### src/design/bfha_pkg.sv
// Shared types and constants of the best-fit heap allocator.
`default_nettype none
package bfha_pkg;
    localparam int unsigned HEAP_BYTES    = 65536;
    localparam int unsigned FREE_ENTRIES  = 64;
    localparam int unsigned GRANT_ENTRIES = 64;
    localparam int unsigned CNT_W = $clog2((FREE_ENTRIES > GRANT_ENTRIES) ?
                                           FREE_ENTRIES : GRANT_ENTRIES);

    localparam logic [2:0] ST_OK        = 3'd0;
    localparam logic [2:0] ST_ZERO_SIZE = 3'd1;
    localparam logic [2:0] ST_NO_FIT    = 3'd2;
    localparam logic [2:0] ST_UNKNOWN   = 3'd3;
    localparam logic [2:0] ST_FULL      = 3'd4;

    localparam logic [1:0] REG_HEAP_BYTES = 2'd0;
    localparam logic [1:0] REG_ALIGN_LOG2 = 2'd1;

    localparam logic CMD_ALLOC = 1'b0;

    typedef struct packed {
        logic        valid;
        logic [15:0] start;
        logic [16:0] len;
        logic [31:0] stamp;
    } free_cell_t;

    typedef struct packed {
        logic        valid;
        logic [15:0] start;
        logic [16:0] len;
    } grant_cell_t;
endpackage
`default_nettype wire

### src/design/bfha_fcell.sv
// One cell of the rotating free-segment chain.
`default_nettype none
module bfha_fcell
    import bfha_pkg::*;
(
    input  wire logic       aclk,
    input  wire logic       aresetn,
    input  wire logic       load_en,
    input  wire free_cell_t load_val,
    input  wire logic       shift_en,
    input  wire free_cell_t d,
    output free_cell_t      q
);
    free_cell_t q_reg;

    always_ff @(posedge aclk) begin
        if (!aresetn) begin
            q_reg.valid <= 1'b0;
        end else if (load_en) begin
            q_reg <= load_val;
        end else if (shift_en) begin
            q_reg <= d;
        end
    end

    assign q = q_reg;
endmodule
`default_nettype wire

### config.mk
export PLATFORM = sky130hd
export DESIGN_NAME = bfha_fcell
export DESIGN_NICKNAME = d
export VERILOG_FILES = /design/src/design/bfha_pkg.sv /design/src/design/bfha_fcell.sv
export SDC_FILE = /design/constraint.sdc
export NUM_CORES = 1
export LEC_CHECK = 0
export CAP_MARGIN = 20
export CORE_ASPECT_RATIO = 0.5
export CORE_MARGIN = 3
export CORE_UTILIZATION = 35
export DETAILED_ROUTE_END_ITERATION = 10
export DONT_BUFFER_PORTS = 1
export GPL_TIMING_DRIVEN = 0
export PLACE_DENSITY = 0.48
export SYNTH_ARGS = -nofsm -noshare
export SYNTH_HDL_FRONTEND = slang
export SYNTH_SLANG_ARGS = --single-unit
### constraint.sdc
create_clock -name aclk -period 4.2 [get_ports aclk]
set_input_delay 0.21 -clock aclk [delete_from_list [all_inputs] [get_ports aclk]]
set_output_delay 0.21 -clock aclk [all_outputs]
set_load 0.02 [all_outputs]
==> results.yml <==
clocking:
  cts_made_buffers: 9
  clock_sinks: 66
  clockBufferDepth: 2
  cts-resized-gates: 0
  post_cts_buffers: 0
  cts_max_level: 3
  root_buffer: "clkbuf_16"
  holdBufCountCts: 0
  clk_pin_slew_ns: 0.05
  cts_tree: "built"
  clk_latency_ns: 0.32
layout:
  final_area_mm2: 0.00332
  nets: 290
  layout-drive-gt1-share_pct: 56.6
  fin_util_pct: 43.6
  final_cell_count_no_fill: 267
  antenna_cells: 0
  largest_register_ffs: 66
  areaGrowthSynthToFinish_pct: 15.7
logic_synthesis:
  ys_warn_count: 0
  ys_seq_area_share_pct: 68.7
  syn-num-nets: 279
  yosysUniqueCellTypes: 9
  syn_avg_cell_area_um2: 20.1
  ys_ff_latch: 66
  syn_area_mm2: 0.00287
  synthCells: 143
detailed_routing:
  topRoutingLayerUsed: "met4"
  met2_length_mm: 2.91
  drc: 0
  drt-total-wl_mm: 5.65
  via_count: 1333
  wl_met1_mm: 2.06
  antenna_left: 0
  drtPass1Iterations: 3
  wl_per_cell_um: 21.2
  dr_wl_met3_um: 583
  drt-initial-drc-count: 64
  post_drt_via_cell_ratio: 4.99
sta:
  fmax_mhz: 671
  rsz0062_at_grt: "no"
  tightest_slew_ns: 0.903
  fin_setup_tns_ns: 0
  finalMaxSlewViolations: 0
  clock_skew_ns: 0
  hold_viol_final: 0
  slew_headroom_pct: 39.8
  setup_viol: 0
  post-route-min-period_ns: 1.49
  fin_crit_sh_pct: 35.5
pwr:
  p_leak_nw: 1.18
  power_w: 0.00178
  ir_drop_v: 0.000179
  p_per_area_mw_per_mm2: 534
critical_path:
  path_max_fanout: 65
  cp.arrival_ns: 1.43
  path_class: "in -> reg"
  crit_path_end_kind: "flop"
  startpoint_type: "input pin"
  path_cells: "buf_6, buf_6, buf_6, o21a_4"
  slowest_delay_ns: 0.70
  critPathTopFamily: "compound AO/OA/AOI/OAI gates"
  crit_top_cell: "buf_6"
  crit_buf_inv: 3
  required_ns: 4.14
  slowest_stage: "o21a_4"
global_routing:
  grt_use_total_pct: 11.7
  grt_max_degree: 66
  grt_pass1_vias: 1433
  grt_pass1_wl_mm: 7.87
  grt_antenna_before_repair: 0
  grt_overflow_total: 0
placed_design:
  placedCellCount: 251
  port-buffer-count: 0
  dp_hpwl_mm: 4.30
  place_congestion: 0.696
  dpl_cell_area_mm2: 0.00301
floorplan:
  core_area_mm2: 0.00762
  rows: 22
  start_util_pct: 37.7
  dieArea_mm2: 0.00939
  die_width_um: 134
  ios: 202
  die_h_um: 70.1
run_status:
  status: "finished clean"
worst_hold_path:
  hold_class: "in -> reg"
flow_run:
  maxCapViolCount: 0
## synth_stat cells
cell type  count  area share (%)
edfxtp_1      65              68
o211a_1        1            0.35
buf_2          4            0.70
mux2_4        18             9.4
mux2_2        48              19
nand2b_1       1            0.22
o21a_1         1            0.26
buf_6          4             1.6
dfxtp_1        1            0.70
## worst register-to-register path: stages, from the launching register on
cell and delay (ns):
dfxtp_1 0.37, mux2_2 0.29, o211a_1 0.20
## report_power, final
| part | switching, W | internal (W) | leakage (nW) |
|---|---|---|---|
| Clock | 0.000250 | 0.000512 | 0.156 |
| Combinational | 0.0000428 | 0.0000599 | 0.393 |
| Sequential | 0.000104 | 0.000807 | 0.631 |
| Total | 0.000397 | 0.00138 | 1.18 |
## through the flow
stage,setup slack [ns],hold slack [ns]
CTS,2.69,0.00507
floorplan,1.66,0.343
detailed placement,2.36,0.356
global placement,0.996,0.349
global route,2.61,0.0132
finish,2.71,0.0240
## layer usage
| layer | GRT usage, % | vias up |
|---|---|---|
| li1 | - | 585 |
| met1 | 11.7 | 634 |
| met2 | 19.4 | 103 |
| met3 | 7.19 | 11 |
| met4 | 5.42 | 0 |
| met5 | 0 | - |
## cells in the final DEF, fill, tap and decap left out, drive strengths merged
| master | netlist | routed |
|---|---|---|
| dfxtp | 1 | 1 |
| edfxtp | 65 | 65 |
| mux2 | 66 | 66 |
| bufinv | 0 | 2 |
| o211a | 1 | 1 |
| buf | 8 | 8 |
| clkbuf | 0 | 9 |
| o21a | 1 | 1 |
| clkinv | 0 | 5 |
| nand2b | 1 | 1 |
## cell families (layout without fill, tap and decap cells)
| family | Yosys count | in the layout | share of synthesized area, % |
|---|---|---|---|
| mux | 66 | 66 | 28.2 |
| flops | 66 | 66 | 68.7 |
| buf+inv | 8 | 24 | 2.27 |
| compound gates | 2 | 2 | 0.610 |
| simple gates | 1 | 1 | 0.218 |
## final timing paths
path	startpoint	to	slack [ns]	depth (start not counted)
worst min-delay path	aresetn	q[65]	0.02	1
worst max register to register	q[65]	q[65]	3.23	2
worst max-delay path	load_en	q[46]	2.71	4
worst min register to register	q[65]	q[65]	0.80	2
## final cells by class
| type | count | area, µm² |
|---|---|---|
| Fill cell | 689 | 4300 |
| Sequential cell | 66 | 1970 |
| Multi-Input combinational cell | 69 | 842 |
| Clock buffer | 9 | 225 |
| Tap cell | 108 | 135 |
| Clock inverter | 7 | 83.8 |
| Buffer | 8 | 65.1 |
Power figures use the tool's default switching activity.
