==> src/design/bfha_pkg.sv <==
// Shared types and constants of the best-fit heap allocator.
`default_nettype none
package bfha_pkg;
    localparam int unsigned HEAP_BYTES    = 65536;
    localparam int unsigned FREE_ENTRIES  = 64;
    localparam int unsigned GRANT_ENTRIES = 64;
    localparam int unsigned CNT_W = $clog2((FREE_ENTRIES > GRANT_ENTRIES) ?
                                           FREE_ENTRIES : GRANT_ENTRIES);

    localparam logic [2:0] ST_OK        = 3'd0;
    localparam logic [2:0] ST_ZERO_SIZE = 3'd1;
    localparam logic [2:0] ST_NO_FIT    = 3'd2;
    localparam logic [2:0] ST_UNKNOWN   = 3'd3;
    localparam logic [2:0] ST_FULL      = 3'd4;

    localparam logic [1:0] REG_HEAP_BYTES = 2'd0;
    localparam logic [1:0] REG_ALIGN_LOG2 = 2'd1;

    localparam logic CMD_ALLOC = 1'b0;

    typedef struct packed {
        logic        valid;
        logic [15:0] start;
        logic [16:0] len;
        logic [31:0] stamp;
    } free_cell_t;

    typedef struct packed {
        logic        valid;
        logic [15:0] start;
        logic [16:0] len;
    } grant_cell_t;
endpackage
`default_nettype wire

==> src/design/bfha_gcell.sv <==
// One cell of the rotating grant chain.
`default_nettype none
module bfha_gcell
    import bfha_pkg::*;
(
    input  wire logic        aclk,
    input  wire logic        aresetn,
    input  wire logic        clear_en,
    input  wire logic        shift_en,
    input  wire grant_cell_t d,
    output grant_cell_t      q
);
    grant_cell_t q_reg;

    always_ff @(posedge aclk) begin
        if (!aresetn) begin
            q_reg.valid <= 1'b0;
        end else if (clear_en) begin
            q_reg.valid <= 1'b0;
        end else if (shift_en) begin
            q_reg <= d;
        end
    end

    assign q = q_reg;
endmodule
`default_nettype wire

==> config.mk <==
export PLATFORM = sky130hd
export DESIGN_NAME = bfha_gcell
export DESIGN_NICKNAME = d
export VERILOG_FILES = /design/src/design/bfha_pkg.sv /design/src/design/bfha_gcell.sv
export SDC_FILE = /design/constraint.sdc
export NUM_CORES = 1
export LEC_CHECK = 0
export ABC_AREA = 1
export BUFFER_PORTS_ARGS = -buffer_cell sky130_fd_sc_hd__buf_2
export CELL_PAD_IN_SITES_DETAIL_PLACEMENT = 0
export CELL_PAD_IN_SITES_GLOBAL_PLACEMENT = 1
export CORE_MARGIN = 4
export CORE_UTILIZATION = 31
export DETAILED_ROUTE_END_ITERATION = 6
export HOLD_SLACK_MARGIN = 0.15
export PLACE_DENSITY = 0.75
export SYNTH_ARGS = -nofsm -noshare
export SYNTH_HDL_FRONTEND = slang
export SYNTH_SLANG_ARGS = --single-unit
==> constraint.sdc <==
create_clock -name aclk -period 3 [get_ports aclk]
set_input_delay 0.45 -clock aclk [delete_from_list [all_inputs] [get_ports aclk]]
set_output_delay 0.45 -clock aclk [all_outputs]
set_load 0.01 [all_outputs]
==> results of run 1 <==
[per-layer routing]
| layer | GRT usage (%) | vias up | share of wire [%] |
|---|---|---|---|
| li1 | - | 319 | - |
| met1 | 9.21 | 286 | 32 |
| met2 | 15.1 | 52 | 46 |
| met3 | 6.80 | 6 | 18 |
| met4 | 9.14 | 0 | 3.2 |
| met5 | 0 | - | 0 |
[power groups by stage]
stage | clock network (mW) | registers, mW | logic, mW
floorplan | 0 | 0.574 | 0.00780
global placement | 0 | 0.560 | 0.0657
detailed placement | 0 | 0.561 | 0.0682
finish | 0.220 | 0.550 | 0.0664
CTS | 0.231 | 0.551 | 0.0683
global route | 0.257 | 0.552 | 0.0735
[logic make-up after synthesis]
family                 Yosys count
flip-flops                      34
buffers and inverters            4
AND/OR/NAND/NOR                  6
[path summary, 6_finish.rpt]
path | cells past startpoint | end | slack, ns
min | 1 | q[4] | 0.29
max reg2reg | 4 | q[33] | 2.37
max | 4 | q[9] | 1.59
min reg2reg | 4 | q[33] | 0.56
[through the flow]
stage / power, mW / hold slack, ns
3_5_place_dp: 0.630 / 0.549
3_3_place_gp: 0.626 / 0.510
2_1_floorplan: 0.582 / 0.543
6_report: 0.837 / 0.290
4_1_cts: 0.849 / 0.275
5_1_grt: 0.882 / 0.262
[area by class of cell]
type,count,area [um^2],share of cell area [%]
inverter,4,15.0,0.989
tap,44,55.1,3.63
clock buffer,5,37.5,2.47
sequential,34,1010,66.6
multi-input combinational,6,32.5,2.14
timing repair buffer,71,355,23.4
clock inverter,3,11.3,0.742
[cell usage in the layout (no fill, tap or decap)]
| master | n |
|---|---|
| nor2_2 | 1 |
| clkbuf_4 | 5 |
| nand2_1 | 4 |
| buf_2 | 71 |
| dfxtp_1 | 1 |
| inv_1 | 3 |
| inv_2 | 1 |
| clkinv_1 | 3 |
| nor2_4 | 1 |
| edfxtp_1 | 33 |
[worst max-delay path: cells and delay by family]
kind	cells	cell delay [ns]
buffers and inverters	2	0.13
AND/OR/NAND/NOR	2	0.77
==> metrics.txt, run 1 <==
outcome=finished clean; Clock Pin Slew Worst Setup and Hold Paths=0.10 ns; # placed instances=159; Flop pwr share=65.7%; CP arrival=1.37 ns; power per standard cell area=551 nW/um^2; synthesized cell area=1050 um^2; Synth Net Count=82; largest area contributor in the netlist=edfxtp_1; number of cell rows=20; Nets=160; final critical-path required period=1.41 ns; CP Class=input pin to register; CTS H-tree depth=2; global-route wire length before repair=3000 um; width of the die=66.2 um; post-CTS sizing=0; Max-Cap Viols=0; startpoint class of the critical path=input pin; Layout area overhead=44.4%; Hold Crit Class=input pin to register; Filler cells=292; Seq/Total Area, Yosys=96.2%; adder-cell share of the synthesized area=0%; placed cell area=1470 um^2; # setup viols final=0; post-synthesis simple-gate area fraction=2.38%; vias per inst=3.97; unrepaired setup endpoints after global routing=no; Pins Over Slew Limit=0; post-CTS setup buffers=0; GR Util All Layers=10.2%; final hold violations=0; hpwl dp=1660 um; count leader, synth=edfxtp_1; design area=1520 um^2; largest net degree at the start of global routing=34; largest family of logic cells by synthesized area=simple AND/OR/NAND/NOR gates; Setup Skew=0 ns; initial core utilization=33.3%; root buffer cell=clkbuf_4; leakage power=0.651 nW; initial drt markers=16; Top Ports=72; Worst EP required=2.95 ns; number of flip-flops under the largest register name=34; Worst Setup Slack, final=1.59 ns; mux share of post-synthesis cell area=0%; CP endpoint kind=register; vias=663; setup TNS=0 ns; net switching power=176 uW; worst setup path startpoint=clear_en; GPL Wtd Cong=0.609; maximum clock rate=708 MHz; Synth top area share=94.3%; Max-slew headroom=42.3%; Buffers on Ports=71; Least-Margin Pin Slew=0.863 ns; Post-Route WL=2110 um; Comb pwr share=7.9%; FF-to-FF Start=q[33]; peak supply drop=0.274 mV; # diodes=0; Pre-antenna DRT Iters=4; synth unique cells=7; Bufs on Longest Clock Path=2; core area=3150 um^2; Die Y=66.2 um; antenna violations before repair=0; Worst path max stage delay=0.68 ns; CP max stage cell=nor2_4; die area=4390 um^2; pre-CTS setup slack=1.21 ns; layout cells sized above 1=64.2%; EDFF count, synth=33; DRC Markers=0; Int Power=660 uW; Post-synth top cells=edfxtp_1, nand2_1, inv_1; fin crit share=47.1%; residual overflow from global routing=0; Synth area leaders=edfxtp_1, dfxtp_1, nand2_1, inv_1, nor2_2; Ys Warns=0; flops & latches, synth=34; sw frac=21.1%; Inserted Clock Buffers=5; Clk Latency, worst-skew pair=0.32 ns; CTS tree=done; complex-gate fraction of the synthesized area=0%; clock share of power=26.3%; vias in the first global route=697; wire length per cell=12.6 um; Async SR Flop Fraction=0%; Finished Layout Cells=167; Top FF cell, synth=edfxtp_1; XOR/XNOR share of the synthesized area=0%; worst path cell trace=buf_2 > inv_1 > nand2_1 > nor2_4; Hold Crit Start=d[4]; remaining antenna violation count=0; final design utilization=48.1%; CP max FO=33; clock sink count=34; Post-CTS Hold Buffers=0; Post-Syn Area per Cell=23.9 um^2; Syn Inst Count=44
(Power assumes the default switching activity.)
==> run 2, diff against run 1 <==
CORE_UTILIZATION = 28   (was 31)
PLACE_DENSITY = 0.71   (was 0.75)
clock period = 1.22 ns   (was 3 ns; I/O delays follow)
==> run 2 against run 1 <==
- sequential power increased by 150%
- hold slack worse by 0.12 ns
- critical path depth shrank 3
- routed wire length up 20%
- final cell count increased by 22%
- critical endpoint is now q[12]
- largest cell class unchanged
- largest power group unchanged
==> metrics.txt, run 2 (synthesis results as in run 1) <==
Layout area overhead=83.2%; initial drt markers=21 (+5); CP max FO=1 (-97%); peak supply drop=0.709 mV (+160%); CTS H-tree depth=2 (unchanged); fin crit share=80.7%; vias per inst=4.03 (+1.6%); Buf/Inv on CP=1 (-1); met1 GRT Util=10.6% (+1.4 points); placed cell area=1510 um^2 (+3.1%); CTS tree=done; global route hottest layer=met2; Worst path max stage delay=0.37 ns (-0.31 ns); post-CTS setup buffers=0 (unchanged); Least-Margin Pin Slew=0.156 ns (-0.707 ns); CP max stage cell=edfxtp_1; # setup viols final=0 (unchanged); die area=4800 um^2 (+9.4%); Clk Latency, worst-skew pair=0.28 ns (-0.04 ns); FF-to-FF Start=q[33]; worst path cell trace=buf_2; antenna violations before repair=0 (unchanged); final critical-path required period=0.985 ns; startpoint class of the critical path=register; # diodes=0 (unchanged); Nets=195 (+22%); Clock Pin Slew Worst Setup and Hold Paths=0.06 ns (-0.04 ns); CP Class=register to output pin; net switching power=490 uW (+180%); final hold violations=0 (unchanged); Hold Crit Depth=3 (+2); leakage power=0.820 nW (+26%); CP endpoint kind=output pin; Hold Crit Start=aresetn; Comb pwr share=10.9% (+3.0 points); initial core utilization=30.3% (-3.0 points); r2r setup slk=0.61 ns (-1.76 ns); power per standard cell area=1240 nW/um^2 (+120%); Pins Over Slew Limit=0 (unchanged); commonest non-fill, non-tap cells in the layout=buf_2, dlygate4sd3_1, edfxtp_1, clkbuf_8, nand2_1; number of flip-flops under the largest register name=34 (unchanged); hpwl dp=1780 um (+7.2%); R2R cell count=4 (unchanged); Filler cells=306 (+4.8%); vias=823 (+24%); clock sink count=34 (unchanged); Flop pwr share=56.9% (-8.8 points); Max-slew headroom=89.6% (+47 points); design area=1930 um^2 (+27%); GPL Wtd Cong=0.667 (+9.5%); Pre-antenna DRT Iters=2 (-2); layout cells sized above 1=53.2% (-11 points); wire length per cell=12.4 um (-1.9%); Hold Crit Class=input pin to register; CP arrival=0.80 ns (-0.57 ns); vias in the first global route=931 (+34%); met2 Resource Use GR=20.1% (+5.0 points); width of the die=69.3 um (+4.6%); number of cell rows=21 (+5.0%); core area=3470 um^2 (+10%); largest net degree at the start of global routing=22 (-35%); Top Ports=72 (unchanged); unrepaired setup endpoints after global routing=no; Tot Pwr=2.38 mW (+180%); post-CTS sizing=0 (unchanged); root buffer cell=clkbuf_8; global-route wire length before repair=4220 um (+41%); Worst path top cell family by delay=flip-flops; Bufs on Longest Clock Path=2 (unchanged); DRC Markers=0 (unchanged); Int Power=1.89 mW (+190%); Post-Route WL=2530 um (+20%); Max-Cap Viols=0 (unchanged); setup TNS=0 ns (unchanged); worst hold endpoint=q[33]; Setup Skew=0 ns (unchanged); GR Util All Layers=11.8% (+1.6 points); sw frac=20.6% (-0.52 points); RR Endpoint=q[33]; remaining antenna violation count=0 (unchanged); met3 GRT Util=7.54% (+0.73 points); clock share of power=32.3% (+6.0 points); maximum clock rate=1020 MHz; Worst EP required=1.04 ns (-1.91 ns); Inserted Clock Buffers=5 (unchanged); Die Y=69.3 um (+4.6%); outcome=finished clean; residual overflow from global routing=0 (unchanged); Buffers on Ports=71 (unchanged); commonest non-fill, non-tap cell in the layout=buf_2
-- run 2: metrics by stage --
stage	worst slack (ns)	hold WS [ns]	instances	utilization, %
2_1_floorplan	0.0106	0.282	44	-
3_3_place_gp	0.171	0.360	163	43.7
3_5_place_dp	0.149	0.362	163	43.7
4_1_cts	0.203	0.155	204	55.5
5_1_grt	0.170	0.155	204	55.5
6_report	0.235	0.169	204	55.5
-- run 2: power by group through the flow --
stage	Clock (mW)	Sequential [mW]	Combinational, mW
2_1_floorplan	0	1.41	0.0228
3_3_place_gp	0	1.38	0.176
6_report	0.768	1.35	0.259
5_1_grt	0.859	1.36	0.284
4_1_cts	0.810	1.35	0.262
3_5_place_dp	0	1.38	0.182
-- run 2: what timing repair did --
| item | 4_1_cts | 5_1_grt |
|---|---|---|
| endpoints found under the hold margin | 33 | 0 |
| hold buffers | 33 | 0 |
| setup endpoints to repair | 0 | 0 |
-- run 2: worst max path at each step --
stage                  start    end  slack [ns]  cells after the start
floorplan           clear_en   q[0]        0.01                      3
global route           q[12]  q[12]        0.17                      1
detailed placement  clear_en  q[14]        0.15                      5
global placement    clear_en   q[8]        0.17                      5
finish                 q[12]  q[12]        0.23                      1
CTS                    q[20]  q[20]        0.20                      1
-- run 2: area by class of cell --
| class | instances | area [um^2] | area share, % |
|---|---|---|---|
| sequential | 34 | 1010 | 52.5 |
| timing repair buffer | 106 | 726 | 37.7 |
| clock buffer | 6 | 72.6 | 3.77 |
| tap | 46 | 57.6 | 2.99 |
| multi-input combinational | 6 | 35.0 | 1.82 |
| inverter | 4 | 15.0 | 0.780 |
| clock inverter | 2 | 8.76 | 0.455 |
-- run 2: worst min-delay path: stages --
cell and delay (ns):
buf_2 0.10, nand2_2 0.08, nor2_2 0.04
-- run 2: metal layers --
layer	vias up	wire [um]	part of all wire, %
li1	389	-	-
met1	378	856	34
met2	48	1310	52
met5	-	0	0
met4	0	63	2.5
met3	8	301	12
==> run 3, diff against run 2 <==
ABC_AREA = 0   (was 1)
clock period = 0.8 ns   (was 1.22 ns; I/O delays follow)
==> run 3 against run 2 <==
- the run now ends with setup timing left
- die area is 0.63% lower
- final cell count is 2.5% lower
- clock power is 60% higher
- combinational power is 54% higher
- hold slack worse by 0.074 ns
- setup slack worse by 0.36 ns
- sequential power is 53% higher
- final area is 1.2% higher
- via count is 5.7% lower
- critical path type unchanged
==> metrics.txt, run 3 <==
vias in the first global route=883 (-5.2%); largest area contributor in the netlist=edfxtp_1; Bufs on Longest Clock Path=2 (unchanged); Post-CTS Hold Buffers=33 (unchanged); global-route wire length before repair=4280 um (+1.3%); GR Util All Layers=11.4% (-0.34 points); maximum clock rate=1080 MHz; root buffer cell=clkbuf_8; number of cell rows=21 (unchanged); Max-slew headroom=88.5% (-1.0 points); final critical-path required period=0.928 ns; # diodes=0 (unchanged); CP max FO=1 (unchanged); Post-Route WL=2480 um (-2.1%); met2 Resource Use GR=17.7% (-2.4 points); Inserted Clock Buffers=5 (unchanged); wire length per cell=12.4 um (+0.40%); Synth Net Count=75 (-8.5%); CP endpoint=q[21]; antenna violations before repair=0 (unchanged); fin crit share=116%; Buf/Inv on CP=1 (unchanged); CP max stage cell=edfxtp_1; r2r setup slk=0.15 ns (-0.46 ns); residual overflow from global routing=0 (unchanged); global route hottest layer=met2; clock sink count=34 (unchanged); CP arrival=0.81 ns (about the same); outcome=finished with violations; Pins Over Slew Limit=0 (unchanged); Finished Layout Cells=199 (-2.5%); DRC Markers=0 (unchanged); Nets=190 (-2.6%); R2R cell count=2 (-2); Worst path top cell family by delay=flip-flops; Top Ports=72 (unchanged); failing checks=setup timing; Synth area leaders=edfxtp_1, dfxtp_1, nor3b_2, and3b_2, mux2i_1; Filler cells=292 (-4.6%); Worst EP required=0.68 ns (-0.36 ns); initial drt markers=21 (unchanged); Worst Setup Slack, final=-0.128 ns (-0.363 ns); Worst path max stage delay=0.38 ns (about the same); synth unique cells=5 (-2); CP Class=register to output pin; count leader, synth=edfxtp_1; Top FF cell, synth=edfxtp_1; commonest non-fill, non-tap cells in the layout=buf_2, dlygate4sd3_1, edfxtp_1, clkbuf_8; largest net degree at the start of global routing=19 (-14%); Least-Margin Pin Slew=0.167 ns (+0.0112 ns); Post-Syn Area per Cell=28.2 um^2 (+18%); die area=4770 um^2 (-0.63%); Tot Pwr=3.70 mW (+55%); CTS tree=done; GPL Wtd Cong=0.685 (+2.8%); EDFF count, synth=33 (unchanged); commonest non-fill, non-tap cell in the layout=buf_2; CP endpoint kind=output pin; Die Y=69.0 um (-0.32%); leakage power=0.817 nW (-0.27%); Hold Crit Class=input pin to register; met1 GRT Util=12.8% (+2.2 points); startpoint class of the critical path=register; Max-Cap Viols=0 (unchanged); # setup viols final=34 (+34); Buffers on Ports=71 (unchanged); remaining antenna violation count=0 (unchanged); Setup Skew=0 ns (unchanged); vias=776 (-5.7%); Ys Warns=0 (unchanged); Syn Inst Count=37 (-16%); synthesized cell area=1040 um^2 (-0.71%); Clock Pin Slew Worst Setup and Hold Paths=0.07 ns (about the same); power per standard cell area=1900 nW/um^2 (+54%); worst setup path startpoint=q[21]; Hold Crit Depth=3 (unchanged); Clk Latency, worst-skew pair=0.27 ns (about the same); flops & latches, synth=34 (unchanged); met3 GRT Util=7.12% (-0.41 points); initial core utilization=30.1% (-0.22 points); CTS H-tree depth=2 (unchanged); Pre-antenna DRT Iters=2 (unchanged); RR Endpoint=q[33]; unrepaired setup endpoints after global routing=yes; FF-to-FF Start=q[33]; final hold violations=0 (unchanged); layout cells sized above 1=54.9% (+1.7 points); Layout area overhead=86.7%; WHS=0.0958 ns (-0.0737 ns); peak supply drop=1.21 mV (+70%); Post-synth top cells=edfxtp_1, and3b_2, dfxtp_1, mux2i_1, nor3b_2; Async SR Flop Fraction=0% (unchanged); Seq/Total Area, Yosys=96.9% (+0.69 points); # placed instances=158 (-3.1%); Synth top area share=95.0% (+0.68 points); worst path cell trace=buf_2; number of flip-flops under the largest register name=34 (unchanged); vias per inst=3.90 (-3.3%); core area=3470 um^2 (unchanged); width of the die=69.0 um (-0.32%); Worst path depth=1 (unchanged)
==> run 3: cell count changes after synthesis, sizes merged <==
cell,before,now
inv,4,0
nand2,4,0
nor2,2,0
and3b,0,1
mux2i,0,1
nor3b,0,1
==> run 3: logic make-up (layout without fill, tap and decap cells) <==
| logic type | after synthesis | in the layout | share of synthesized area, % |
|---|---|---|---|
| AND/OR/NAND/NOR | 2 | 2 | 2.16 |
| multiplexers | 1 | 1 | 0.959 |
| flip-flops | 34 | 34 | 96.9 |
| buffers and inverters | 0 | 116 | 0 |
==> run 3: power by group <==
part           total (mW)  switching (mW)  internal (mW)
clock                1.23           0.532          0.701
combinational       0.398           0.147          0.250
sequential           2.07          0.0194           2.05
==> run 3: worst min-delay path by stage <==
stage / startpoint / to / slack, ns
after floorplan: clear_en / q[33] / 0.19
after global placement: d[28] / q[28] / 0.30
after detailed placement: d[22] / q[22] / 0.30
after CTS: clear_en / q[33] / 0.09
after global routing: clear_en / q[33] / 0.09
final: clear_en / q[33] / 0.1
==> run 3: per-layer routing <==
layer,vias to the layer above,routed length (um),share of wire (%)
met4,0,23,0.93
met1,344,963,39
met5,-,0,0
met3,2,331,13
met2,54,1160,47
li1,376,-,-
==> run 3: what timing repair did <==
item / 4_1_cts / 5_1_grt
setup endpoints to repair: 34 / 34
buffers inserted: 0 / 0
gates resized for setup: 2 / 1
endpoints found under the hold margin: 34 / 1
==> run 3: final cells by class <==
class	instances	area [um^2]	share of cell area (%)
Timing Repair Buffer	108	753	38.7
Clock buffer	8	90.1	4.62
Tap cell	46	57.6	2.95
Multi-Input combinational cell	3	35.0	1.80
Sequential cell	34	1010	52.0
==> run 3: through the flow <==
step	setup TNS, ns	utilization, %	instance area, um^2	setup slack [ns]
3_5_place_dp	-6.91	43.7	1510	-0.217
2_1_floorplan	-6.42	-	1050	-0.195
4_1_cts	-3.67	56.0	1940	-0.133
6_report	-3.08	56.2	1950	-0.128
3_3_place_gp	-6.61	43.7	1510	-0.206
5_1_grt	-4.50	56.2	1950	-0.174
